## src/hdl/tcc_pkg.sv

```systemverilog
`timescale 1ns / 1ps
// Shared types and constants of the text cell console engine.
// No dependencies; every other file imports this package.
package tcc_pkg;

    // Cell address width that covers the largest screen the parameters allow.
    localparam int CELL_AW = 14;
    localparam int QUEUE_DEPTH = 2;

    localparam logic [7:0] SPACE_CHAR       = 8'h20;
    localparam logic [7:0] CURSOR_MASK      = 8'h3f;
    localparam logic [7:0] UNDERSCORE_CHAR  = 8'h5f;
    localparam logic [7:0] BACKTICK_CHAR    = 8'h60;
    localparam logic [7:0] UNDERSCORE_GLYPH = 8'h7f;
    localparam logic [7:0] BACKTICK_GLYPH   = 8'h5e;

    typedef enum logic [2:0] {
        CMD_PLOT,
        CMD_CLEAR_LINES,
        CMD_CLEAR_RUN,
        CMD_SCROLL_UP,
        CMD_SCROLL_DOWN,
        CMD_CURSOR_ON,
        CMD_CURSOR_OFF,
        CMD_READ
    } cmd_t;

    typedef enum logic [2:0] {
        OP_NOP,
        OP_PLOT,
        OP_FILL,
        OP_SCROLL_UP,
        OP_SCROLL_DOWN,
        OP_CURSOR_ON,
        OP_CURSOR_OFF,
        OP_READ
    } op_kind_t;

    typedef struct packed {
        op_kind_t           kind;
        logic [CELL_AW-1:0] addr;
        logic [CELL_AW-1:0] last;
        logic [7:0]         ch;
    } op_t;

    typedef enum logic [2:0] {
        ST_CLEAR,
        ST_IDLE,
        ST_FILL,
        ST_COPY,
        ST_COPY_TAIL,
        ST_CURSOR,
        ST_READ
    } back_state_t;

endpackage

```

## src/hdl/tcc_queue.sv

```systemverilog
`timescale 1ns / 1ps
// Short operation queue between the front end and the back end.
// Depends on tcc_pkg for the operation type and depth.
module tcc_queue import tcc_pkg::*; (
    input  logic aclk,
    input  logic aresetn,
    input  logic push,
    input  op_t  push_op,
    input  logic pop,
    output op_t  q_op,
    output logic q_full,
    output logic q_empty
);

    localparam int PW = $clog2(QUEUE_DEPTH);
    localparam int CW = $clog2(QUEUE_DEPTH + 1);

    op_t             entries_reg [QUEUE_DEPTH];
    logic [PW-1:0]   wr_ptr_reg;
    logic [PW-1:0]   rd_ptr_reg;
    logic [CW-1:0]   cnt_reg;

    assign q_full  = cnt_reg == CW'(QUEUE_DEPTH);
    assign q_empty = cnt_reg == '0;
    assign q_op    = entries_reg[rd_ptr_reg];

    always_ff @(posedge aclk) begin
        if (!aresetn) begin
            wr_ptr_reg <= '0;
            rd_ptr_reg <= '0;
            cnt_reg    <= '0;
        end else begin
            if (push) begin
                wr_ptr_reg <= wr_ptr_reg + PW'(1);
            end
            if (pop) begin
                rd_ptr_reg <= rd_ptr_reg + PW'(1);
            end
            if (push && !pop) begin
                cnt_reg <= cnt_reg + CW'(1);
            end else if (pop && !push) begin
                cnt_reg <= cnt_reg - CW'(1);
            end
        end
    end

    always_ff @(posedge aclk) begin
        if (push) begin
            entries_reg[wr_ptr_reg] <= push_op;
        end
    end

`ifndef SYNTHESIS
    a_no_push_when_full: assert property (@(posedge aclk) disable iff (!aresetn)
        push |-> !q_full)
        else $error("operation pushed into a full queue");
    a_no_pop_when_empty: assert property (@(posedge aclk) disable iff (!aresetn)
        pop |-> !q_empty)
        else $error("operation popped from an empty queue");
`endif

endmodule

```

## config.mk

```make
export PLATFORM = sky130hd
export DESIGN_NAME = tcc_queue
export DESIGN_NICKNAME = d
export VERILOG_FILES = /design/src/hdl/tcc_pkg.sv /design/src/hdl/tcc_queue.sv
export SDC_FILE = /design/constraint.sdc
export NUM_CORES = 1
export LEC_CHECK = 0
export ABC_AREA = 1
export BUFFER_PORTS_ARGS = -buffer_cell sky130_fd_sc_hd__buf_2
export CORE_MARGIN = 2
export CORE_UTILIZATION = 51
export DETAILED_ROUTE_END_ITERATION = 8
export PLACE_DENSITY = 0.82
export REMOVE_ABC_BUFFERS = 1
export SLEW_MARGIN = 30
export SYNTH_ARGS = -nofsm -noshare
export SYNTH_HDL_FRONTEND = slang
export SYNTH_SLANG_ARGS = --single-unit
```

## constraint.sdc

```tcl
create_clock -name aclk -period 3.45 [get_ports aclk]
set_input_delay 0 -clock aclk [delete_from_list [all_inputs] [get_ports aclk]]
set_output_delay 0 -clock aclk [all_outputs]
set_load 0.02 [all_outputs]
```

# Word level (Yosys, flattened, before mapping)
# Memory sizes are Yosys's and may differ from the RTL's. A register that Yosys moved wholly into a read port is not among the register bits.
# Index checks and enable logic that the tools add are counted.
# Widths: inputs -> output; s select.
[word_totals] in_bits=43 ramBits=78 mem_count=1 reg_bits=4 word_cells=21
[mem_list] name="entries_reg" words=2 width=39 rd=1 rd_ports_with_merged_regs=1 write_ports=1 line="tcc_queue.sv:18" text="op_t entries_reg [QUEUE_DEPTH];"
[classes] n_addsub=4 n_reduce_logical=6 muxes=6 eq_ne=1
[ops] cell="$mux 1" n=4
[ops] cell="$mux 2" n=2
[ops] cell="$add 1x1->1 const B" n=2
[ops] cell="$add 2x1->2 const B" n=1
[ops] cell="$eq 2x2->1 const B" n=1
[ops] cell="$logic_and 1x1->1" n=2
[ops] cell="$logic_not 1->1" n=2
[ops] cell="$logic_not 2->1" n=1
[ops] cell="$reduce_bool 2->1" n=1
[ops] cell="$sub 2x1->2 const B" n=1

# Depth between registers and ports, before layout
# Gate-level depths: netlist of the first run.
[depth] word_depth=4 mapped_depth=8 ltp_nobuf=8

# Least setup slack after synthesis of the first run
# OpenSTA, ideal clock, no wires.
[synth_path] kind="flip-flop to flip-flop" from="register wr_ptr_reg" to="memory entries_reg[0][0] in the netlist's numbering, enable pin" slack_ns=1.049 required_ns=3.014 setup_ns=0.436 stages_incl_launch_ff=2 t_arrival_ns=1.965 cell_sequence="dfxtp_1 > nor2_1"
[synth_lines] element="from (decl)" line="tcc_queue.sv:19" text="logic [PW-1:0] wr_ptr_reg;"
[synth_lines] element="from (signal assigned)" line="tcc_queue.sv:34" text="wr_ptr_reg <= wr_ptr_reg + PW'(1);"
[synth_lines] element="to (decl)" line="tcc_queue.sv:18"
# Straight into the memory's write port.

# Worst setup path in the final report of the first run
[layout_path] from="register wr_ptr_reg" to="register wr_ptr_reg"
[layout_via] elab_chain_len=1
[layout_lines] element="$add 1x1->1" line="tcc_queue.sv:34"
# No other way between the ends.
# A chain may end at the register's enable or synchronous reset.

==> implementation parameters, run 1 <==
Parameter                              Value

Setup path
  Largest fanout of any net on the critical path    3
  Crit Path Class    register to register
  Depth of the worst register-to-register path    5
  Worst path required time    3.68 ns
  Crit Reg-Reg Endpoint    wr_ptr_reg
  Worst path max stage delay    0.55 ns
  CP endpoint kind    register
  Flop2flop setup slack    1.67 ns
  R2r startpoint    wr_ptr_reg
  Critical-path top delay cell    sky130_fd_sc_hd__dlygate4sd3_1
  Number of buffers and inverters on the critical path    2
  Kind of start point of the critical path    register
  Cell breakdown of the critical path    nand2_1 -> nand2_1 -> dlygate4sd3_1 -> nor2_1 -> dlygate4sd3_1
  Top delay family on crit path    buffers and inverters
  Worst path arrival time    2.01 ns

Logic synthesis
  Fraction of post-synthesis cell area in the top cell type by area    75.9%
  Seq/Total Area, Yosys    79.1%
  Count of distinct cell types in the synthesized netlist    15
  Average cell area after synthesis    19.8 sq um
  Total of flip-flops plus latches after synthesis    83
  Synth Cell Area    3090 sq um
  YS warnings    0
  Largest cells by area after synthesis    sky130_fd_sc_hd__edfxtp_1, sky130_fd_sc_hd__mux2_2, sky130_fd_sc_hd__mux2_4
  Synth Instances    156
  Biggest area consumer among synthesized cells    sky130_fd_sc_hd__edfxtp_1

Power
  Standby leakage power    1.66 nW
  Peak supply drop    0.000332 V
  Internal power    0.00155 W
  Switching power    0.000480 W
  Clock network fraction of design power    27.8%
  Share of total power in sequential cells    58.5%
  Ratio of total power to cell area    484 nW/um^2
  Switching share of total power    23.6%
  Portion of total power attributed to combinational logic    13.8%

STA
  Final-report setup violation count    0
  Number of hold violations in the final report    0
  Pins over their slew limit    0
  Transition at the pin with the smallest max-transition slack    0.557 ns
  Setup repair after global routing missed its margin    false
  Ratio of final minimum period to clock period    51.5%
  Clk_skew    0.00459 ns
  Time the worst path needs with I/O delays and setup    1.78 ns
  Setup total negative slack    0 ns
  Worst max-slew margin expressed relative to the limit    62.9%
  Highest achievable clock rate    0.563 GHz

Floorplan
  Die width    81.8 um
  Starting Density    52.5%
  Standard cell core area    5890 sq um
  Placement Rows    28
  Vertical die dimension    81.8 um
  Total die area    6690 sq um
  Top Ports    84

Layout
  Top library cells by usage in the layout, fill and taps aside    sky130_fd_sc_hd__buf_2, sky130_fd_sc_hd__edfxtp_1, sky130_fd_sc_hd__dlygate4sd3_1
  Diode insertion count for antenna repair    0
  Fraction of final layout cells with drive strength greater than 1    47.1%
  Number of nets in the finished design    336
  Max FFs per register    78
  Commonest non-fill, non-tap cell in the layout    sky130_fd_sc_hd__buf_2
  Non-Filler Cell Area, Final    4210 sq um
  Area overhead of the layout relative to synthesis    36.3%
  Non-filler instance count after layout    372

Clock tree
  TritonCTS Buffers    9
  # clock sinks    83
  Total setup buffers inserted after CTS    0
  CTS tree    built
  Number of buffers on the longest clock path    2
  Root Buffer    sky130_fd_sc_hd__clkbuf_8
  CTS clock-pin slew for the worst setup and hold paths    0.07 ns
  Maximum level of the CTS H-tree    3
  Later-pin clock latency in the skew report    0.34 ns
  Number of gates resized after CTS    0
  Hold buffers post-CTS    43

Place
  Post-Place Cells    313
  Cell area reported after detailed placement    3610 sq um
  Routability cong.    0.706
  Number of buffer cells added on primary ports    83
  Detailed-placement wirelength estimate    3.50 mm

Run
  Number of maximum-capacitance constraint violations    0

Worst hold path
  Hold worst-path end    cnt_reg[0]
  Number of stages on the worst hold path    3
  Hold path start    push
  Worst hold path type    input port to register

Global route
  Total track usage    17.1%
  Global-route wire length before repair    8.22 mm
  Number of global-route vias before repair    1833
  Pin count of the biggest net entering global routing    40
  Leftover overflow at the end of global routing    0
  Number of antenna violations at the first check in global routing    0

Drt
  Routed wire length per instance    14.8 um
  DRC marker count from the first detailed-route iteration    66
  TritonRoute pass-1 iters    6
  Routed Wire Length    5.52 mm
  Post-DR vias/cell    4.82
  Number of nets with antenna violations after detailed routing    0
  Post-detailed-route DRC marker count    0
  Detailed-route via count    1793

Outcome
  Status    finished clean
## cells in the mapped netlist (all sizes together)
cell / n
buf: 4
a21oi: 1
nand4: 1
nand3: 1
inv: 8
ha: 1
nor2: 9
mux2: 39
edfxtp: 78
o21ai: 1
dfxtp: 5
nand2: 8
## per-stage QoR
step                      util [%]  hold slack, ns  worst slack, ns  total power [W]
after floorplan                  -          0.0989             1.05          0.00135
after global routing          71.5           0.118             1.58          0.00212
after detailed placement      61.4           0.191             1.79          0.00146
final                         71.5          0.0888             1.67          0.00203
after CTS                     71.4          0.0515             1.49          0.00206
after global placement        60.7           0.188             1.83          0.00144
## worst register-to-register path, delay by kind of cell, from the launching register on
kind                   cells  cell delay [ns]
buffers and inverters      2             1.09
flip-flops                 1             0.39
AND/OR/NAND/NOR            3             0.20
## cell type report
type                       count  area, sq um
clock buffer                  10          128
clock inverter                 6         32.5
fill                         380         1680
inverter                       8         30.0
multi-input combinational     61          582
sequential                    83         2450
tap                           75         93.8
timing repair buffer         129          896
## power groups by stage
stage / clock network (W) / registers, W / logic [W]
2_1_floorplan: 0 / 0.00121 / 0.000148
3_3_place_gp: 0 / 0.00121 / 0.000228
3_5_place_dp: 0 / 0.00121 / 0.000242
4_1_cts: 0.000586 / 0.00119 / 0.000281
5_1_grt: 0.000620 / 0.00120 / 0.000302
6_report: 0.000565 / 0.00119 / 0.000280
## kinds of logic after synthesis
family	synth area share (%)
flops	79.1
mux	15.4
simple gates	2.43
buf+inv	2.31
compound gates	0.324
fa+ha+maj	0.405
## metal layers
| metal | track usage [%] | vias to the layer above | part of all wire (%) |
|---|---|---|---|
| li1 | - | 862 | - |
| met1 | 18.5 | 846 | 40 |
| met2 | 29.6 | 74 | 50 |
| met3 | 5.82 | 11 | 7.4 |
| met4 | 8.67 | 0 | 2.2 |
| met5 | 0 | - | 0 |
## worst max-delay path by stage
| stage | startpoint | end | slack (ns) | depth (start not counted) |
|---|---|---|---|---|
| 2_1_floorplan | wr_ptr_reg | entries_reg[0][0] | 1.05 | 1 |
| 3_3_place_gp | wr_ptr_reg | entries_reg[1][15] | 1.83 | 3 |
| 3_5_place_dp | wr_ptr_reg | entries_reg[1][22] | 1.79 | 3 |
| 4_1_cts | register | q_op[1] | 1.49 | 2 |
| 5_1_grt | wr_ptr_reg | wr_ptr_reg | 1.58 | 5 |
| 6_report | wr_ptr_reg | wr_ptr_reg | 1.67 | 5 |
Note: power is estimated with default switching activity, not from simulation.
==> inputs of run 2 (changes only) <==
clock period = 1.75 ns   (was 3.45 ns; I/O delays follow)
==> implementation parameters, run 2 (synthesized netlist as in run 1, its figures left out) <==
Parameter                              Value

Setup path
  Kind of start point of the critical path    register
  Depth of the worst register-to-register path    4
  R2r startpoint    wr_ptr_reg
  Worst path arrival time    1.58 ns
  Worst path required time    1.75 ns
  Flop2flop setup slack    0.51 ns
  CP endpoint kind    output port
  Crit Path Class    register to output port
  Largest fanout of any net on the critical path    26

Global route
  Pin count of the biggest net entering global routing    27
  Total track usage    17.1%
  Number of global-route vias before repair    1791
  Leftover overflow at the end of global routing    0
  Number of antenna violations at the first check in global routing    0
  Global-route wire length before repair    8.14 mm

Power
  Ratio of total power to cell area    1010 nW/um^2
  Standby leakage power    1.70 nW
  Peak supply drop    0.000676 V

STA
  Time the worst path needs with I/O delays and setup    1.58 ns
  Post-layout worst setup margin    0.170 ns
  Final-report setup violation count    0
  Setup repair after global routing missed its margin    false
  Number of hold violations in the final report    0
  Clk_skew    0.00350 ns
  Ratio of final minimum period to clock period    90.3%
  Worst max-slew margin expressed relative to the limit    74.4%
  Pins over their slew limit    0
  Highest achievable clock rate    0.633 GHz
  Transition at the pin with the smallest max-transition slack    0.384 ns

Floorplan
  Standard cell core area    5890 sq um
  Placement Rows    28
  Vertical die dimension    81.8 um
  Total die area    6690 sq um
  Starting Density    52.5%
  Top Ports    84
  Die width    81.8 um

Layout
  Commonest non-fill, non-tap cell in the layout    sky130_fd_sc_hd__buf_2
  Top library cells by usage in the layout, fill and taps aside    sky130_fd_sc_hd__buf_2, sky130_fd_sc_hd__edfxtp_1, sky130_fd_sc_hd__dlygate4sd3_1
  Max FFs per register    78
  Area overhead of the layout relative to synthesis    37.9%
  Total of fill cells in the finished design    380
  Fraction of final layout cells with drive strength greater than 1    47.5%
  Non-filler instance count after layout    376
  Diode insertion count for antenna repair    0
  Non-Filler Cell Area, Final    4260 sq um
  Number of nets in the finished design    340

Clock tree
  Later-pin clock latency in the skew report    0.34 ns
  Maximum level of the CTS H-tree    3
  CTS tree    built
  TritonCTS Buffers    9
  Number of buffers on the longest clock path    2
  CTS clock-pin slew for the worst setup and hold paths    0.08 ns
  # clock sinks    83
  Root Buffer    sky130_fd_sc_hd__clkbuf_8

Drt
  DRC marker count from the first detailed-route iteration    103
  Detailed-route via count    1803
  Routed Wire Length    5.57 mm
  Post-DR vias/cell    4.80
  Post-detailed-route DRC marker count    0
  TritonRoute pass-1 iters    4
  Routed wire length per instance    14.8 um
  Number of nets with antenna violations after detailed routing    0

Place
  Number of buffer cells added on primary ports    83
  Detailed-placement wirelength estimate    3.48 mm
  Cell area reported after detailed placement    3610 sq um
  Post-placement worst setup slack    0.524 ns
  Post-Place Cells    316
  Routability cong.    0.746

Worst hold path
  Number of stages on the worst hold path    2
  Hold path start    push_op[29]
  Worst hold path type    input port to register

Run
  Number of maximum-capacitance constraint violations    0

Outcome
  Status    finished clean
## run 2: final cells by class
class | instances | area, sq um | share of cell area [%]
timing repair buffer | 133 | 901 | 21.2
inverter | 8 | 30.0 | 0.705
tap | 75 | 93.8 | 2.20
clock inverter | 6 | 80.1 | 1.88
multi-input combinational | 61 | 582 | 13.7
sequential | 83 | 2440 | 57.4
clock buffer | 10 | 128 | 3.00
## run 2: layer usage
| metal | track usage [%] | wire, um | vias up |
|---|---|---|---|
| li1 | - | - | 867 |
| met1 | 18.5 | 2220 | 865 |
| met2 | 30.0 | 2890 | 63 |
| met3 | 6.59 | 390 | 8 |
| met4 | 7.17 | 68 | 0 |
| met5 | 0 | 0 | - |
## run 2: path summary, 6_finish.rpt
check | to
min | entries_reg[0][29]
max reg2reg | wr_ptr_reg
min reg2reg | wr_ptr_reg
max | q_op[32]
## run 2: timing repair
| action | CTS | global route |
|---|---|---|
| setup buffers | 0 | 0 |
| hold buffers | 44 | 0 |
| resized for setup | 0 | 0 |
| endpoints found under the hold margin | 83 | 0 |
## run 2: power by group
| part | total (W) | leakage, nW | internal [W] | switching (W) |
|---|---|---|---|---|
| clock | 0.00142 | 0.101 | 0.000792 | 0.000623 |
| sequential | 0.00232 | 0.774 | 0.00229 | 0.0000290 |
| combinational | 0.000576 | 0.821 | 0.000272 | 0.000303 |
## run 2: per-stage QoR
stage          util [%]  TNS, ns  hold WS (ns)  power, W
2_1_floorplan         -   -25.40        0.0989   0.00267
3_3_place_gp       61.3        0         0.188   0.00285
3_5_place_dp       61.3        0         0.192   0.00286
4_1_cts            72.3        0         0.358   0.00435
5_1_grt            72.3        0         0.376   0.00448
6_report           72.3        0         0.375   0.00431
## run 2: worst max-delay path, stage by stage (launching register included)
cell	delay, ns
sky130_fd_sc_hd__dfxtp_2	0.33
sky130_fd_sc_hd__buf_4	0.34
sky130_fd_sc_hd__mux2_2	0.40
sky130_fd_sc_hd__buf_2	0.16
