File: src/hdl/tcc_pkg.sv
`timescale 1ns / 1ps
// Shared types and constants of the text cell console engine.
// No dependencies; every other file imports this package.
package tcc_pkg;

    // Cell address width that covers the largest screen the parameters allow.
    localparam int CELL_AW = 14;
    localparam int QUEUE_DEPTH = 2;

    localparam logic [7:0] SPACE_CHAR       = 8'h20;
    localparam logic [7:0] CURSOR_MASK      = 8'h3f;
    localparam logic [7:0] UNDERSCORE_CHAR  = 8'h5f;
    localparam logic [7:0] BACKTICK_CHAR    = 8'h60;
    localparam logic [7:0] UNDERSCORE_GLYPH = 8'h7f;
    localparam logic [7:0] BACKTICK_GLYPH   = 8'h5e;

    typedef enum logic [2:0] {
        CMD_PLOT,
        CMD_CLEAR_LINES,
        CMD_CLEAR_RUN,
        CMD_SCROLL_UP,
        CMD_SCROLL_DOWN,
        CMD_CURSOR_ON,
        CMD_CURSOR_OFF,
        CMD_READ
    } cmd_t;

    typedef enum logic [2:0] {
        OP_NOP,
        OP_PLOT,
        OP_FILL,
        OP_SCROLL_UP,
        OP_SCROLL_DOWN,
        OP_CURSOR_ON,
        OP_CURSOR_OFF,
        OP_READ
    } op_kind_t;

    typedef struct packed {
        op_kind_t           kind;
        logic [CELL_AW-1:0] addr;
        logic [CELL_AW-1:0] last;
        logic [7:0]         ch;
    } op_t;

    typedef enum logic [2:0] {
        ST_CLEAR,
        ST_IDLE,
        ST_FILL,
        ST_COPY,
        ST_COPY_TAIL,
        ST_CURSOR,
        ST_READ
    } back_state_t;

endpackage

File: src/hdl/tcc_front.sv
`timescale 1ns / 1ps
// Front end: accepts requests, forms cell addresses and classifies each request
// into an operation for the back end. Depends on tcc_pkg.
module tcc_front import tcc_pkg::*; #(
    parameter int COLUMNS     = 80,
    parameter int SCROLL_ROWS = 23
) (
    input  logic       aclk,
    input  logic       aresetn,
    input  logic       init_done,
    input  logic       s_valid,
    output logic       s_ready,
    input  logic [2:0] s_cmd,
    input  logic [4:0] s_row,
    input  logic [6:0] s_column,
    input  logic [7:0] s_char_code,
    input  logic [10:0] s_count,
    output logic       push,
    output op_t        push_op,
    input  logic       q_full
);

    localparam int CELLS = COLUMNS * (SCROLL_ROWS + 1);
    localparam int LIN_W = $clog2((2**11 - 1) * COLUMNS + (2**5 - 1) * COLUMNS + 2**7);
    localparam logic [LIN_W-1:0] CELLS_L = LIN_W'(CELLS);

    logic             stage_valid_reg;
    cmd_t             cmd_reg;
    logic [LIN_W-1:0] base_reg;
    logic [LIN_W-1:0] span_reg;
    logic [6:0]       col_reg;
    logic [7:0]       ch_reg;
    logic [10:0]      count_reg;

    logic             accept;
    logic [7:0]       mapped_char;
    logic [LIN_W-1:0] addr;
    logic [LIN_W-1:0] fill_start;
    logic [LIN_W-1:0] fill_len;
    logic [LIN_W-1:0] fill_end;
    logic [LIN_W-1:0] fill_stop;
    logic             on_screen;

    assign s_ready = init_done && (!stage_valid_reg || !q_full);
    assign accept  = s_valid && s_ready;
    assign push    = stage_valid_reg && !q_full;

    always_comb begin
        mapped_char = s_char_code;
        if (s_char_code == UNDERSCORE_CHAR) begin
            mapped_char = UNDERSCORE_GLYPH;
        end else if (s_char_code == BACKTICK_CHAR) begin
            mapped_char = BACKTICK_GLYPH;
        end
    end

    always_ff @(posedge aclk) begin
        if (!aresetn) begin
            stage_valid_reg <= 1'b0;
        end else if (accept) begin
            stage_valid_reg <= 1'b1;
        end else if (push) begin
            stage_valid_reg <= 1'b0;
        end
    end

    always_ff @(posedge aclk) begin
        if (accept) begin
            cmd_reg   <= cmd_t'(s_cmd);
            base_reg  <= LIN_W'(s_row) * LIN_W'(COLUMNS);
            span_reg  <= LIN_W'(s_count) * LIN_W'(COLUMNS);
            col_reg   <= s_column;
            ch_reg    <= mapped_char;
            count_reg <= s_count;
        end
    end

    always_comb begin
        addr       = base_reg + LIN_W'(col_reg);
        on_screen  = addr < CELLS_L;
        fill_start = (cmd_reg == CMD_CLEAR_LINES) ? base_reg : addr;
        fill_len   = (cmd_reg == CMD_CLEAR_LINES) ? span_reg : LIN_W'(count_reg);
        fill_end   = fill_start + fill_len;
        fill_stop  = (fill_end < CELLS_L) ? fill_end : CELLS_L;

        push_op      = '0;
        push_op.ch   = ch_reg;
        push_op.addr = CELL_AW'(addr);
        push_op.last = CELL_AW'(fill_stop - LIN_W'(1));
        case (cmd_reg)
            CMD_PLOT: begin
                push_op.kind = on_screen ? OP_PLOT : OP_NOP;
            end
            CMD_CLEAR_LINES, CMD_CLEAR_RUN: begin
                push_op.addr = CELL_AW'(fill_start);
                push_op.kind = (fill_len != '0 && fill_start < CELLS_L) ? OP_FILL : OP_NOP;
            end
            CMD_SCROLL_UP: begin
                push_op.kind = OP_SCROLL_UP;
            end
            CMD_SCROLL_DOWN: begin
                push_op.kind = OP_SCROLL_DOWN;
            end
            CMD_CURSOR_ON: begin
                push_op.kind = on_screen ? OP_CURSOR_ON : OP_NOP;
            end
            CMD_CURSOR_OFF: begin
                push_op.kind = OP_CURSOR_OFF;
            end
            CMD_READ: begin
                push_op.kind = on_screen ? OP_READ : OP_NOP;
            end
            default: begin
                push_op.kind = OP_NOP;
            end
        endcase
    end

endmodule

File: config.mk
export PLATFORM = sky130hd
export DESIGN_NAME = tcc_front
export DESIGN_NICKNAME = d
export VERILOG_FILES = /design/src/hdl/tcc_pkg.sv /design/src/hdl/tcc_front.sv
export SDC_FILE = /design/constraint.sdc
export NUM_CORES = 1
export LEC_CHECK = 0
export BUFFER_PORTS_ARGS = -buffer_cell sky130_fd_sc_hd__buf_2
export CAP_MARGIN = 20
export CORE_MARGIN = 2
export CORE_UTILIZATION = 60
export CTS_BUF_LIST = sky130_fd_sc_hd__clkbuf_16
export DETAILED_ROUTE_END_ITERATION = 12
export PLACE_DENSITY = 0.86
export SYNTH_ARGS = -nofsm -noshare
export SYNTH_HDL_FRONTEND = slang
export SYNTH_SLANG_ARGS = --single-unit
File: constraint.sdc
create_clock -name aclk -period 12.01 [get_ports aclk]
set_input_delay 1.201 -clock aclk [delete_from_list [all_inputs] [get_ports aclk]]
set_output_delay 1.201 -clock aclk [all_outputs]
set_load 0.02 [all_outputs]
* Word-level counts from Yosys, hierarchy flattened *
Cells that the tools add are included.

storage, ports and cells
  bits in registers = 52
  input bits = 39

operators by class
  add/sub/neg operators = 3
  eq/ne operators = 9
  magnitude comparators = 3
  multipliers = 2
  muxes and demuxes = 12
  reduce and logical (&&, ||, !) cells = 12

operators with widths
  operator               count
  $lt 13x11->1 const B   2
  $mux 13                2
  $pmux 3 s7             1
  $add 13x18->18         1
  $lt 18x11->1 const B   1
  $mux 18                1
  $reduce_bool 18->1     1
  $eq 8x7->1 const B     2
  $mul 11x3->14 const B  1
  $mux 14                1
  $sub 14x1->14 const B  1
  $add 12x7->13          1
  $eq 3x3->1 const B     4
  $mul 5x3->8 const B    1
  $eq 3x2->1 const B     2
  $mux 3                 2
  $mux 6                 1
  $logic_and 1x1->1      4
  $reduce_or 2->1        2
  $eq 3x1->1 const B     1
  $logic_not 3->1        1
  $mux 1                 3
  $logic_not 1->1        2
  $mux 2                 1
  2 further kinds        2

* Depth between registers and ports, before layout *
Gate-level depths: netlist of the first run.

  depth in word-level cells = 6
  depth in mapped cells = 23
  depth with buffers taken out = 20

* Least setup slack after synthesis of the first run *
No wires, ideal clock.

  path kind = register to output
  from = reg base_reg[5]
  to = out push_op[12] in the netlist's numbering
  path buffers = 3
  stages on the path, launching flop included = 22
  arrival time = 5.214 ns
  required time = 10.809 ns
  setup slack = 5.595 ns
  path through = edfxtp_1 -> ha_1 -> a21o_1 -> a21oi_1 -> nor4_1 -> xor2_1 -> ha_1 -> clkbuf_1 -> o21a_1 -> nor2_1 -> a21oi_2 -> a211o_1 -> and3_1 -> or4_1 -> buf_2 -> nor3_1 -> buf_2 -> nand2_1 -> ha_1 -> a31o_2 -> or4_1 -> o211ai_1

RTL lines
  element                 line             text
  from (decl)             tcc_front.sv:29  logic [LIN_W-1:0] base_reg;
  from (signal assigned)  tcc_front.sv:70  base_reg <= LIN_W'(s_row) * LIN_W'(COLUMNS);
  to (decl)               tcc_front.sv:19  output op_t push_op,

==> results.md, run 1 <==
- Cell area after synthesis: 0.00400 mm2
- Count of pins over their slew limit: 0
- Clock Sinks: 50
- Post-synthesis net count: 496
- R2R Path End: count_reg[8]$_DFFE_PP_
- Largest net degree at the start of global routing: 50
- Top flip-flop cell by instance count after synthesis: sky130_fd_sc_hd__edfxtp_1
- CTS hold repair buffers: 0
- Maxcap violations: 0
- Flip-flop and latch count after synthesis: 50
- Layout cell share with drive strength beyond 1: 0.208
- Total setup violations reported at the end of the flow: 0
- Number of buffers on the longest clock path: 2
- Start of the worst register-to-register path: stage_valid_reg$_SDFFE_PN0P_
- Crit path DAT: 6.44 ns
- Worst IR drop on VDD: 0.000111 V
- Final critical delay including setup and external delays: 7.64 ns
- Register cell area after layout: 0.00149 mm2
- Max FFs per register: 12
- Pre-antenna DRT Iters: 5
- Number of antenna repair diodes: 0
- Global route overflow: 0
- Effective utilization at floorplan: 0.626
- Multi-input logic area: approximately 0.0024 mm2
- Final period utilization: 0.636
- Average via count per standard cell: 6.06
- Clock Latency Late Sink: 0.29 ns
- Total half-perimeter wirelength after legalization and detailed placement: 7090 um
- Count of H-tree levels built during CTS: 2
- Number of gates given a new drive strength after cts: 0
- Number of distinct library cells after synthesis: 63
- EDFF count, synth: 49
- Antenna violations before repair: 0
- Via count: 3405
- Worst setup startpoint: cmd_reg[0]$_DFFE_PP_
- DRC violation count after routing: 0
- Kind of critical path: reg2out
- CTS Root Buffer Type: sky130_fd_sc_hd__clkbuf_16
- Required time at the worst-slack endpoint: about 11 ns
- Cells on worst reg2reg path: 4
- CP Max Fanout: 26
- Number of global-route vias before repair: between 3000 and 4000
- Total clock buffers created by CTS: 5
- Buffers added on ports: 78
- Final net count: 568
- Area added between synthesis and finish: 14.5%
- Type of the most critical hold path: reg2reg
- Final WL: roughly 9000 um
- Pwr Density: 122 mW/mm2
- Wire length of the first global-routing pass: 15000 um
- Status: finished clean
- Leakage component of the power: 1.97 nW
- Average footprint of a synthesized cell: 9.70 um2
- Wire per inst: 16.1 um
- Max-slew headroom: 0.334
- End point of the critical path: push_op[12]
- Floorplan die area: between 0.007 and 0.008 mm2
- Worst setup slack for register-to-register paths: just over 10 ns
- Setup repair after global routing missed its margin: no
- Clock transition at the register clock pins on the worst setup and hold paths after CTS: 0.07 ns
- Crit. End Element: primary output
- Overall die width: 85.6 um
- Share of synthesized flip-flops with an asynchronous set or reset: 0
- Crit path launch type: flop
- Final Hold Viols: 0
- GP Congestion: 0.905
- Worst Clk Skew: around 0.0063 ns
- Count of buffers added by post-CTS timing repair for setup: 0
- Area of the core: 0.00639 mm2
- Highest attainable clock frequency: roughly 130 MHz
- Gate count of the mapped netlist: 412
- IO Pins: 80
- Setup TNS: 0 ns
- Number of rows created at floorplan: 29
- Proportion of synthesized chip area in sequential cells: 0.373
- Placed instance area: 0.00442 mm2
- Actual slew at the worst max-slew pin: 0.998 ns
- Clock tree from TritonCTS: done
- Die Ht: 85.6 um
- Residual antenna-violating net count after detailed routing: 0
- Final Total Pwr: around 0.56 mW
- Yosys warning count: 0
- Total of fill cells in the finished design: 479
- Summed area of non-filler cells in the final layout: 0.00458 mm2
- Tot GR Track Use: 0.255
- Drt first-iter violations: roughly 260
-- worst max-delay path: stages (launching register included) --
cell                       delay (ns)
sky130_fd_sc_hd__edfxtp_1        0.49
sky130_fd_sc_hd__or3b_1          0.74
sky130_fd_sc_hd__nand2_1         0.16
sky130_fd_sc_hd__nor3_1          0.36
sky130_fd_sc_hd__xor2_1          0.17
sky130_fd_sc_hd__ha_1            0.40
sky130_fd_sc_hd__nand4_1         0.23
sky130_fd_sc_hd__a211oi_1        0.55
sky130_fd_sc_hd__o31a_1          0.20
sky130_fd_sc_hd__o22ai_1         0.10
sky130_fd_sc_hd__or4_1           0.63
sky130_fd_sc_hd__nor3_1          0.78
sky130_fd_sc_hd__nand2_1         0.16
sky130_fd_sc_hd__ha_1            0.28
sky130_fd_sc_hd__a31o_2          0.21
sky130_fd_sc_hd__or4_1           0.39
sky130_fd_sc_hd__o211ai_1        0.09
sky130_fd_sc_hd__buf_2           0.19
-- Yosys cell counts, types with 3 or more instances --
| cell | count | share of area |
|---|---|---|
| sky130_fd_sc_hd__a211oi_1 | 4 | 0.0075 |
| sky130_fd_sc_hd__a21o_1 | 12 | 0.023 |
| sky130_fd_sc_hd__a21oi_1 | 25 | 0.031 |
| sky130_fd_sc_hd__and2_1 | 13 | 0.020 |
| sky130_fd_sc_hd__and3_1 | 4 | 0.0063 |
| sky130_fd_sc_hd__buf_2 | 3 | 0.0038 |
| sky130_fd_sc_hd__clkbuf_1 | 9 | 0.0085 |
| sky130_fd_sc_hd__edfxtp_1 | 49 | 0.37 |
| sky130_fd_sc_hd__fa_1 | 4 | 0.020 |
| sky130_fd_sc_hd__ha_1 | 41 | 0.13 |
| sky130_fd_sc_hd__inv_1 | 13 | 0.012 |
| sky130_fd_sc_hd__nand2_1 | 64 | 0.060 |
| sky130_fd_sc_hd__nand2b_1 | 5 | 0.0078 |
| sky130_fd_sc_hd__nand3_1 | 5 | 0.0063 |
| sky130_fd_sc_hd__nand4_1 | 5 | 0.0078 |
| sky130_fd_sc_hd__nor2_1 | 24 | 0.023 |
| sky130_fd_sc_hd__nor2b_1 | 7 | 0.011 |
| sky130_fd_sc_hd__nor3_1 | 9 | 0.011 |
| sky130_fd_sc_hd__nor4_1 | 9 | 0.014 |
| sky130_fd_sc_hd__o211ai_1 | 4 | 0.0075 |
| sky130_fd_sc_hd__o21ai_0 | 8 | 0.010 |
| sky130_fd_sc_hd__o21bai_1 | 5 | 0.0094 |
| sky130_fd_sc_hd__o22ai_1 | 3 | 0.0047 |
| sky130_fd_sc_hd__or4_1 | 3 | 0.0056 |
| sky130_fd_sc_hd__xnor2_1 | 24 | 0.053 |
| sky130_fd_sc_hd__xor2_1 | 10 | 0.022 |
-- metrics by stage --
stage,hold WS (ns),util,setup slack [ns],instances
3_5_place_dp,0.502,0.692,4.78,554
2_1_floorplan,0.451,-,5.59,412
5_1_grt,0.531,0.716,3.81,562
4_1_cts,0.514,0.716,4.45,562
3_3_place_gp,0.461,0.692,5.08,554
6_report,0.509,0.716,4.37,562
-- report_power, final --
part	internal [mW]	switching [mW]	total [mW]
combinational	0.0783	0.122	0.201
clock	0.0798	0.0662	0.146
sequential	0.206	0.00668	0.213
-- cells in the final DEF (no fill, tap or decap), types with 7 or more instances in the layout --
cell                       synthesis  layout
sky130_fd_sc_hd__and2_1           13      13
sky130_fd_sc_hd__xnor2_1          24      24
sky130_fd_sc_hd__ha_1             41      41
sky130_fd_sc_hd__a21oi_1          25      25
sky130_fd_sc_hd__nor2b_1           7       7
sky130_fd_sc_hd__a21o_1           12      12
sky130_fd_sc_hd__buf_2             3      78
sky130_fd_sc_hd__nand2_1          64      64
sky130_fd_sc_hd__nor2_1           24      24
sky130_fd_sc_hd__nor3_1            9       9
sky130_fd_sc_hd__edfxtp_1         49      49
sky130_fd_sc_hd__inv_1            13      12
sky130_fd_sc_hd__nor4_1            9       9
sky130_fd_sc_hd__o21ai_0           8       8
sky130_fd_sc_hd__xor2_1           10      10
-- worst min-delay path by stage --
stage,from,depth (start not counted),end
3_5_place_dp,stage_valid_reg$_SDFFE_PN0P_,2,stage_valid_reg$_SDFFE_PN0P_
6_report,stage_valid_reg$_SDFFE_PN0P_,2,stage_valid_reg$_SDFFE_PN0P_
5_1_grt,stage_valid_reg$_SDFFE_PN0P_,2,stage_valid_reg$_SDFFE_PN0P_
3_3_place_gp,stage_valid_reg$_SDFFE_PN0P_,2,stage_valid_reg$_SDFFE_PN0P_
2_1_floorplan,stage_valid_reg$_SDFFE_PN0P_,2,stage_valid_reg$_SDFFE_PN0P_
4_1_cts,stage_valid_reg$_SDFFE_PN0P_,2,stage_valid_reg$_SDFFE_PN0P_
-- logic make-up after synthesis --
logic type / after synthesis / share of synthesized area
simple gates: 165 / 0.213
compound gates: 88 / 0.155
flops: 50 / 0.373
fa+ha+maj: 45 / 0.148
xor+xnor: 34 / 0.0745
buf+inv: 27 / 0.0291
mux: 2 / 0.00501
other cells: 1 / 0.000939
-- layer usage --
metal  routed length, um  up-vias  GRT usage
li1                    -     1662          -
met1                3640     1599      0.299
met2                4710      126      0.471
met3                 522       18     0.0491
met4                 176        0     0.0736
met5                   0        -          0
-- final cells by class --
type                    count  area share
clock buffers               5      0.0273
clock inverters             3     0.00629
inverters                  13      0.0107
multi-input cells         335       0.522
flip-flops and latches     50       0.326
well taps                  77      0.0211
repair buffers             79      0.0870
Note: power is estimated with default switching activity, not from simulation.
==> inputs of run 2 (changes only) <==
--- a/config.mk
+++ b/config.mk
@@ -5,13 +5,14 @@
 export SDC_FILE = /design/constraint.sdc
 export NUM_CORES = 1
 export LEC_CHECK = 0
+export ABC_AREA = 1
 export BUFFER_PORTS_ARGS = -buffer_cell sky130_fd_sc_hd__buf_2
 export CAP_MARGIN = 20
 export CORE_MARGIN = 2
-export CORE_UTILIZATION = 60
+export CORE_UTILIZATION = 57
 export CTS_BUF_LIST = sky130_fd_sc_hd__clkbuf_16
 export DETAILED_ROUTE_END_ITERATION = 12
-export PLACE_DENSITY = 0.86
+export PLACE_DENSITY = 0.81
 export SYNTH_ARGS = -nofsm -noshare
 export SYNTH_HDL_FRONTEND = slang
 export SYNTH_SLANG_ARGS = --single-unit
==> constraint.sdc (replaced) <==
create_clock -name aclk -period 7.8 [get_ports aclk]
set_input_delay 0.78 -clock aclk [delete_from_list [all_inputs] [get_ports aclk]]
set_output_delay 0.78 -clock aclk [all_outputs]
set_load 0.02 [all_outputs]
==> results.md, run 2 <==
- Count of buffer and inverter cells on the critical path: 5 (+4)
- Type of the most critical hold path: reg2reg
- Register cell area after layout: 0.00149 mm2 (unchanged)
- Global route overflow: 0 (unchanged)
- Critical path's largest stage delay: 0.41 ns (-0.37 ns)
- Final period utilization: 0.690
- Proportion of synthesized chip area in sequential cells: 0.342 (-0.0309)
- Gate count of the mapped netlist: 570 (+38%)
- Max-slew headroom: 0.416 (+0.0826)
- Maxcap violations: 0 (unchanged)
- Max FFs per register: 12 (unchanged)
- DRC violation count after routing: 0 (unchanged)
- Util after Layout: 0.680 (-0.0360)
- Overall die width: 91.4 um (+6.8%)
- Highest attainable clock frequency: 186 MHz
- Leakage component of the power: 2.56 nW (+30%)
- R2R Path End: col_reg[1]$_DFFE_PP_
- GP Congestion: 0.937 (+3.6%)
- Clock Sinks: 50 (unchanged)
- Clock tree from TritonCTS: done
- Layout cell share with drive strength beyond 1: 0.198 (-0.0104)
- Count of pins over their slew limit: 0 (unchanged)
- Final WL: 9560 um (+5.7%)
- Average footprint of a synthesized cell: 7.64 um2 (-21%)
- Residual antenna-violating net count after detailed routing: 0 (unchanged)
- Summed area of non-filler cells in the final layout: 0.00499 mm2 (+9.0%)
- Floorplan die area: 0.00836 mm2 (+14%)
- IO Pins: 80 (unchanged)
- Crit. End Element: primary output
- Number of global-route vias before repair: 3863 (+15%)
- Final net count: 730 (+29%)
- Count of H-tree levels built during CTS: 2 (unchanged)
- Status: finished clean
- Average via count per standard cell: 5.29 (-13%)
- Switching power: 0.344 mW (+76%)
- Number of antenna repair diodes: 0 (unchanged)
- Buffers added on ports: 78 (unchanged)
- Final Total Pwr: 0.906 mW (+62%)
- Post-Place Worst Slack: 2.81 ns (-1.97 ns)
- Most common cell after layout, fill and taps aside: sky130_fd_sc_hd__nand2_1
- Number of gates given a new drive strength after cts: 0 (unchanged)
- Total internal power: 0.561 mW (+54%)
- CTS Root Buffer Type: sky130_fd_sc_hd__clkbuf_16
- Worst Hold Depth: 4 (+2)
- Wire per inst: 12.8 um (-20%)
- Pre-antenna DRT Iters: 5 (unchanged)
- Number of distinct library cells after synthesis: 41 (-35%)
- Instance count after placement with tap cells included: 737 (+33%)
- Most common cell in the netlist: sky130_fd_sc_hd__nand2_1
- Top cell family by delay on the critical path: simple AND/OR/NAND/NOR gates
- Hold Worst Slack: 0.613 ns (+0.104 ns)
- Wire length of the first global-routing pass: 16100 um (+7.4%)
- Worst setup slack for register-to-register paths: 6.56 ns (-3.72 ns)
- Kind of critical path: reg2out
- Actual slew at the worst max-slew pin: 0.868 ns (-0.130 ns)
- Setup repair after global routing missed its margin: no
- CTS hold repair buffers: 0 (unchanged)
- Cells on worst reg2reg path: 3 (-1)
- Total setup violations reported at the end of the flow: 0 (unchanged)
- Total clock buffers created by CTS: 5 (unchanged)
- Non-filler cells, final: 746 (+33%)
- Tot GR Track Use: 0.233 (-0.0220)
- End of the worst hold path: stage_valid_reg$_SDFFE_PN0P_
- Ranking of synthesized cells by instance count: 165 x sky130_fd_sc_hd__nand2_1, 81 x sky130_fd_sc_hd__inv_1, 49 x sky130_fd_sc_hd__edfxtp_1, 48 x sky130_fd_sc_hd__nor2_1, 41 x sky130_fd_sc_hd__ha_1
- Combinational Power Share: 0.399 (+0.040)
- Pwr Density: 182 mW/mm2 (+49%)
- Effective utilization at floorplan: 0.594 (-0.0315)
- Clock transition at the register clock pins on the worst setup and hold paths after CTS: 0.07 ns (about the same)
- Yosys warning count: 0 (unchanged)
- Placed instance area: 0.00482 mm2 (+8.9%)
- Total of fill cells in the finished design: 618 (+29%)
- Proportion of netlist area held by the largest area contributor: 0.338 (-0.0305)
- Final Hold Viols: 0 (unchanged)
- Multi-input logic area: 0.00247 mm2 (+3.5%)
- Number of rows created at floorplan: 31 (+6.9%)
- Part of the total power dissipated in sequential elements: 0.359 (-0.021)
- CP max stage cell: sky130_fd_sc_hd__edfxtp_1
- CP Max Fanout: 14 (-46%)
- Switch share: 0.380 (+0.0312)
- Crit path DAT: 4.60 ns (-1.84 ns)
- Share of synthesized flip-flops with an asynchronous set or reset: 0 (unchanged)
- Drt first-iter violations: 204 (-22%)
- Most area-consuming cells after synthesis: sky130_fd_sc_hd__edfxtp_1 34%, sky130_fd_sc_hd__nand2_1 14%, sky130_fd_sc_hd__ha_1 12%, sky130_fd_sc_hd__inv_1 7.0%, sky130_fd_sc_hd__nand3_1 4.4%
- Largest net degree at the start of global routing: 51 (+2.0%)
- Worst Clk Skew: 0.00631 ns (-0.0000215 ns)
- Via count: 3948 (+16%)
- Cell area after synthesis: 0.00436 mm2 (+9.0%)
- Clock Latency Late Sink: 0.29 ns (about the same)
- Total half-perimeter wirelength after legalization and detailed placement: 8010 um (+13%)
- Final critical delay including setup and external delays: roughly 5.4 ns
- Hold path startpoint: stage_valid_reg$_SDFFE_PN0P_
- EDFF count, synth: 49 (unchanged)
- Start of the worst register-to-register path: stage_valid_reg$_SDFFE_PN0P_
- Highest-count cells in the layout ignoring fill and taps: 165 x sky130_fd_sc_hd__nand2_1, 81 x sky130_fd_sc_hd__inv_1, 78 x sky130_fd_sc_hd__buf_2, 49 x sky130_fd_sc_hd__edfxtp_1, 48 x sky130_fd_sc_hd__nor2_1
- Part of the power in the clock network: 0.243 (-0.018)
- Die Ht: 91.4 um (+6.8%)
- Number of buffers on the longest clock path: 2 (unchanged)
- Most used cell, CP: sky130_fd_sc_hd__nand2_1
- Worst IR drop on VDD: 0.000148 V (+33%)
- Flip-flop and latch count after synthesis: 50 (unchanged)
- Setup TNS: 0 ns (unchanged)
- Crit path launch type: flop
- Post-synthesis net count: 654 (+32%)
- Area of the core: 0.00733 mm2 (+15%)
- Count of buffers added by post-CTS timing repair for setup: 0 (unchanged)
- Antenna violations before repair: 0 (unchanged)
- Top flip-flop cell by instance count after synthesis: sky130_fd_sc_hd__edfxtp_1
- Synth area leader: sky130_fd_sc_hd__edfxtp_1
- Required time at the worst-slack endpoint: 7.02 ns (-3.79 ns)
- Min setup slack post-route: 2.42 ns (-1.95 ns)
- Area added between synthesis and finish: 14.5% (about the same)
-- run 2: tightest hold or removal path: stages, from the launching register on --
cell	delay, ns
sky130_fd_sc_hd__dfxtp_1	0.33
sky130_fd_sc_hd__nand2_1	0.06
sky130_fd_sc_hd__inv_1	0.07
sky130_fd_sc_hd__o21ai_0	0.08
sky130_fd_sc_hd__inv_1	0.05
-- run 2: worst max-delay path by stage --
| stage | start | to | slack, ns | cells after the start |
|---|---|---|---|---|
| after floorplan | base_reg[6]$_DFFE_PP_ | push_op[12] | 2.98 | 28 |
| after global placement | base_reg[6]$_DFFE_PP_ | push_op[16] | 3.02 | 30 |
| after detailed placement | base_reg[6]$_DFFE_PP_ | push_op[16] | 2.81 | 30 |
| after CTS | base_reg[6]$_DFFE_PP_ | push_op[16] | 2.48 | 30 |
| after global routing | base_reg[6]$_DFFE_PP_ | push_op[16] | 1.93 | 30 |
| final | base_reg[6]$_DFFE_PP_ | push_op[16] | 2.42 | 30 |
-- run 2: area by class of cell --
class                           instances  area share
Sequential cell                        50       0.299
Clock inverter                          3     0.00527
Inverter                               88      0.0667
Clock buffer                            5      0.0251
Multi-Input combinational cell        421       0.495
Tap cell                               99      0.0248
Timing Repair Buffer                   80      0.0838
-- run 2: power groups by stage --
stage / Sequential (mW) / Combinational, mW / Clock, mW
6_report: 0.325 / 0.361 / 0.220
2_1_floorplan: 0.331 / 0.267 / 0
3_5_place_dp: 0.331 / 0.358 / 0
5_1_grt: 0.326 / 0.403 / 0.232
4_1_cts: 0.325 / 0.360 / 0.222
3_3_place_gp: 0.330 / 0.349 / 0
-- run 2: routing by layer --
metal  global-route usage  vias up  share of wire
met4               0.0960        0          0.037
met2                0.428      138           0.50
met1                0.275     1764           0.42
met5                    0        -              0
met3               0.0216       30          0.036
li1                     -     2016              -
-- run 2: cells by family (layout without fill, tap and decap cells) --
family          after synthesis  count (layout)  synth area share
simple gates                309             309             0.321
buf+inv                      99             176            0.0905
flops                        50              50             0.342
fa+ha+maj                    45              45             0.136
compound gates               39              39            0.0552
xor+xnor                     27              27            0.0543
other cells                   1               1          0.000861
==> inputs of run 3 (changes only) <==
==> constraint.sdc (replaced) <==
create_clock -name aclk -period 5.55 [get_ports aclk]
set_input_delay 0.555 -clock aclk [delete_from_list [all_inputs] [get_ports aclk]]
set_output_delay 0.555 -clock aclk [all_outputs]
set_load 0.02 [all_outputs]
==> results.md, run 3 (synthesized netlist as in run 2, its figures left out) <==
- Summed area of non-filler cells in the final layout: 0.00506 mm2 (+1.4%)
- Final critical delay including setup and external delays: between 5 and 6 ns
- Leakage component of the power: 2.60 nW (+1.3%)
- Wire length of the first global-routing pass: 16500 um (+2.0%)
- Switching power: 0.480 mW (+39%)
- Via count: 3862 (-2.2%)
- Kind of critical path: reg2out
- Buffers added on ports: 78 (unchanged)
- Setup repair after global routing missed its margin: no
- Largest net degree at the start of global routing: 51 (unchanged)
- Drt first-iter violations: 178 (-13%)
- Average via count per standard cell: 5.14 (-2.8%)
- Max-slew headroom: 0.391 (-0.0250)
- Most used cell, CP: sky130_fd_sc_hd__nand2_1
- Status: finished clean
- Area of the core: 0.00733 mm2 (unchanged)
- Floorplan die area: 0.00836 mm2 (unchanged)
- Number of buffers on the longest clock path: 2 (unchanged)
- CTS Root Buffer Type: sky130_fd_sc_hd__clkbuf_16
- Part of the power in the clock network: 0.260 (+0.017)
- Tot GR Track Use: 0.243 (+0.00993)
- IO Pins: 80 (unchanged)
- Overall die width: 91.4 um (unchanged)
- Worst IR drop on VDD: 0.000260 V (+76%)
- Count of pins over their slew limit: 0 (unchanged)
- Global route overflow: 0 (unchanged)
- Worst Clk Skew: 0.00416 ns (-0.00215 ns)
- Clock tree from TritonCTS: done
- DRC violation count after routing: 0 (unchanged)
- Final WL: 9790 um (+2.5%)
- Total setup violations reported at the end of the flow: 0 (unchanged)
- Required time at the worst-slack endpoint: 4.99 ns (-2.03 ns)
- CTS hold repair buffers: 0 (unchanged)
- GP Congestion: 0.938 (about the same)
- Clock Latency Late Sink: 0.29 ns (about the same)
- Residual antenna-violating net count after detailed routing: 0 (unchanged)
- Number of antenna repair diodes: 0 (unchanged)
- CP max stage cell: sky130_fd_sc_hd__edfxtp_1
- Final period utilization: 0.921
- Combinational Power Share: 0.395 (-0.004)
- CP Max Fanout: 9 (-5)
- Pre-antenna DRT Iters: 5 (unchanged)
- Total half-perimeter wirelength after legalization and detailed placement: 7990 um (-0.27%)
- Multi-input logic area: 0.00248 mm2 (+0.51%)
- Setup TNS: 0 ns (unchanged)
- Area added between synthesis and finish: 16.1%
- DR WL met2: 5080 um (+5.5%)
- Highest-count cells in the layout ignoring fill and taps: 165 x sky130_fd_sc_hd__nand2_1, 81 x sky130_fd_sc_hd__inv_1, 78 x sky130_fd_sc_hd__buf_2, 49 x sky130_fd_sc_hd__edfxtp_1, 48 x sky130_fd_sc_hd__nor2_1
- Part of the total power dissipated in sequential elements: 0.345 (-0.014)
- Top layer used by detailed routing: met4
- Placed instance area: 0.00482 mm2 (+0.16%)
- Crit. End Element: primary output
- Total clock buffers created by CTS: 5 (unchanged)
- Highest attainable clock frequency: 196 MHz
- Count of H-tree levels built during CTS: 2 (unchanged)
- Routed met1 length: 4060 um (+0.42%)
- Register cell area after layout: 0.00149 mm2 (unchanged)
- Crit path launch type: flop
- Die Ht: 91.4 um (unchanged)
- Number of rows created at floorplan: 31 (unchanged)
- Total met3 wirelength after detailed routing: 423 um (+22%)
- Clock Sinks: 50 (unchanged)
- Total internal power: 0.841 mW (+50%)
- Effective utilization at floorplan: 0.594 (unchanged)
- Number of global-route vias before repair: 3785 (-2.0%)
- Final net count: 735 (+0.68%)
- Clock transition at the register clock pins on the worst setup and hold paths after CTS: 0.07 ns (about the same)
- Most common cell after layout, fill and taps aside: sky130_fd_sc_hd__nand2_1
- Crit path DAT: 4.56 ns (-0.04 ns)
- Critical path's largest stage delay: 0.46 ns (+0.05 ns)
- Wire per inst: 13.0 um (+1.8%)
- Cells on worst reg2reg path: 3 (unchanged)
- Max FFs per register: 12 (unchanged)
- Type of the most critical hold path: in2reg
- Layout cell share with drive strength beyond 1: 0.206 (+0.00769)
- Worst Hold Depth: 1 (-3)
- Switch share: 0.363 (-0.0169)
- Final Hold Viols: 0 (unchanged)
- Actual slew at the worst max-slew pin: 0.906 ns (+0.0371 ns)
- Total of fill cells in the finished design: 595 (-3.7%)
- Antenna violations before repair: 0 (unchanged)
- Pwr Density: 261 mW/mm2 (+44%)
- Maxcap violations: 0 (unchanged)
-- run 3: critical path: cells and delay by family, from the launching register on --
family	cells	cell delay, ns
AO/OA/AOI/OAI	2	0.31
XOR/XNOR	1	0.21
flip-flops	1	0.46
buffers and inverters	5	0.48
AND/OR/NAND/NOR	19	1.87
adder cells (fa/ha/maj)	3	0.94
-- run 3: area by class of cell --
cell class,instances,area share
sequential,50,0.295
clock inverter,3,0.00866
multi-input combinational,421,0.491
clock buffer,5,0.0247
inverter,88,0.0658
tap,99,0.0245
timing repair buffer,85,0.0901
-- run 3: path summary, 6_finish.rpt --
check	start	endpoint	slack [ns]
setup reg to reg	stage_valid_reg$_SDFFE_PN0P_	ch_reg[6]$_SDFFCE_PP1P_	4.30
setup / recovery	base_reg[6]$_DFFE_PP_	push_op[16]	0.44
hold / removal	s_column[2]	col_reg[2]$_DFFE_PP_	0.44
hold reg to reg	stage_valid_reg$_SDFFE_PN0P_	stage_valid_reg$_SDFFE_PN0P_	0.61
-- run 3: metal layers --
layer,up-vias,GRT usage
met5,-,0
li1,2028,-
met4,0,0.0770
met1,1704,0.282
met3,18,0.0307
met2,112,0.457
-- run 3: what timing repair did --
item,in CTS,in global routing
gates resized for setup,0,1
setup buffers,0,4
setup endpoints to repair,0,4
-- run 3: stage by stage --
step	total power [mW]	setup slack [ns]	hold slack, ns	cells	util
after CTS	1.31	0.323	0.434	746	0.681
after detailed placement	0.966	0.711	0.602	738	0.658
after floorplan	0.840	0.958	0.554	570	-
after global routing	1.40	0.0209	0.434	751	0.690
final	1.32	0.440	0.436	751	0.690
after global placement	0.954	0.923	0.575	738	0.658
-- run 3: power by group through the flow --
stage	sequential [mW]	clock (mW)	combinational (mW)
2_1_floorplan	0.465	0	0.375
3_3_place_gp	0.463	0	0.490
3_5_place_dp	0.464	0	0.502
4_1_cts	0.456	0.348	0.505
5_1_grt	0.458	0.360	0.582
6_report	0.456	0.343	0.522
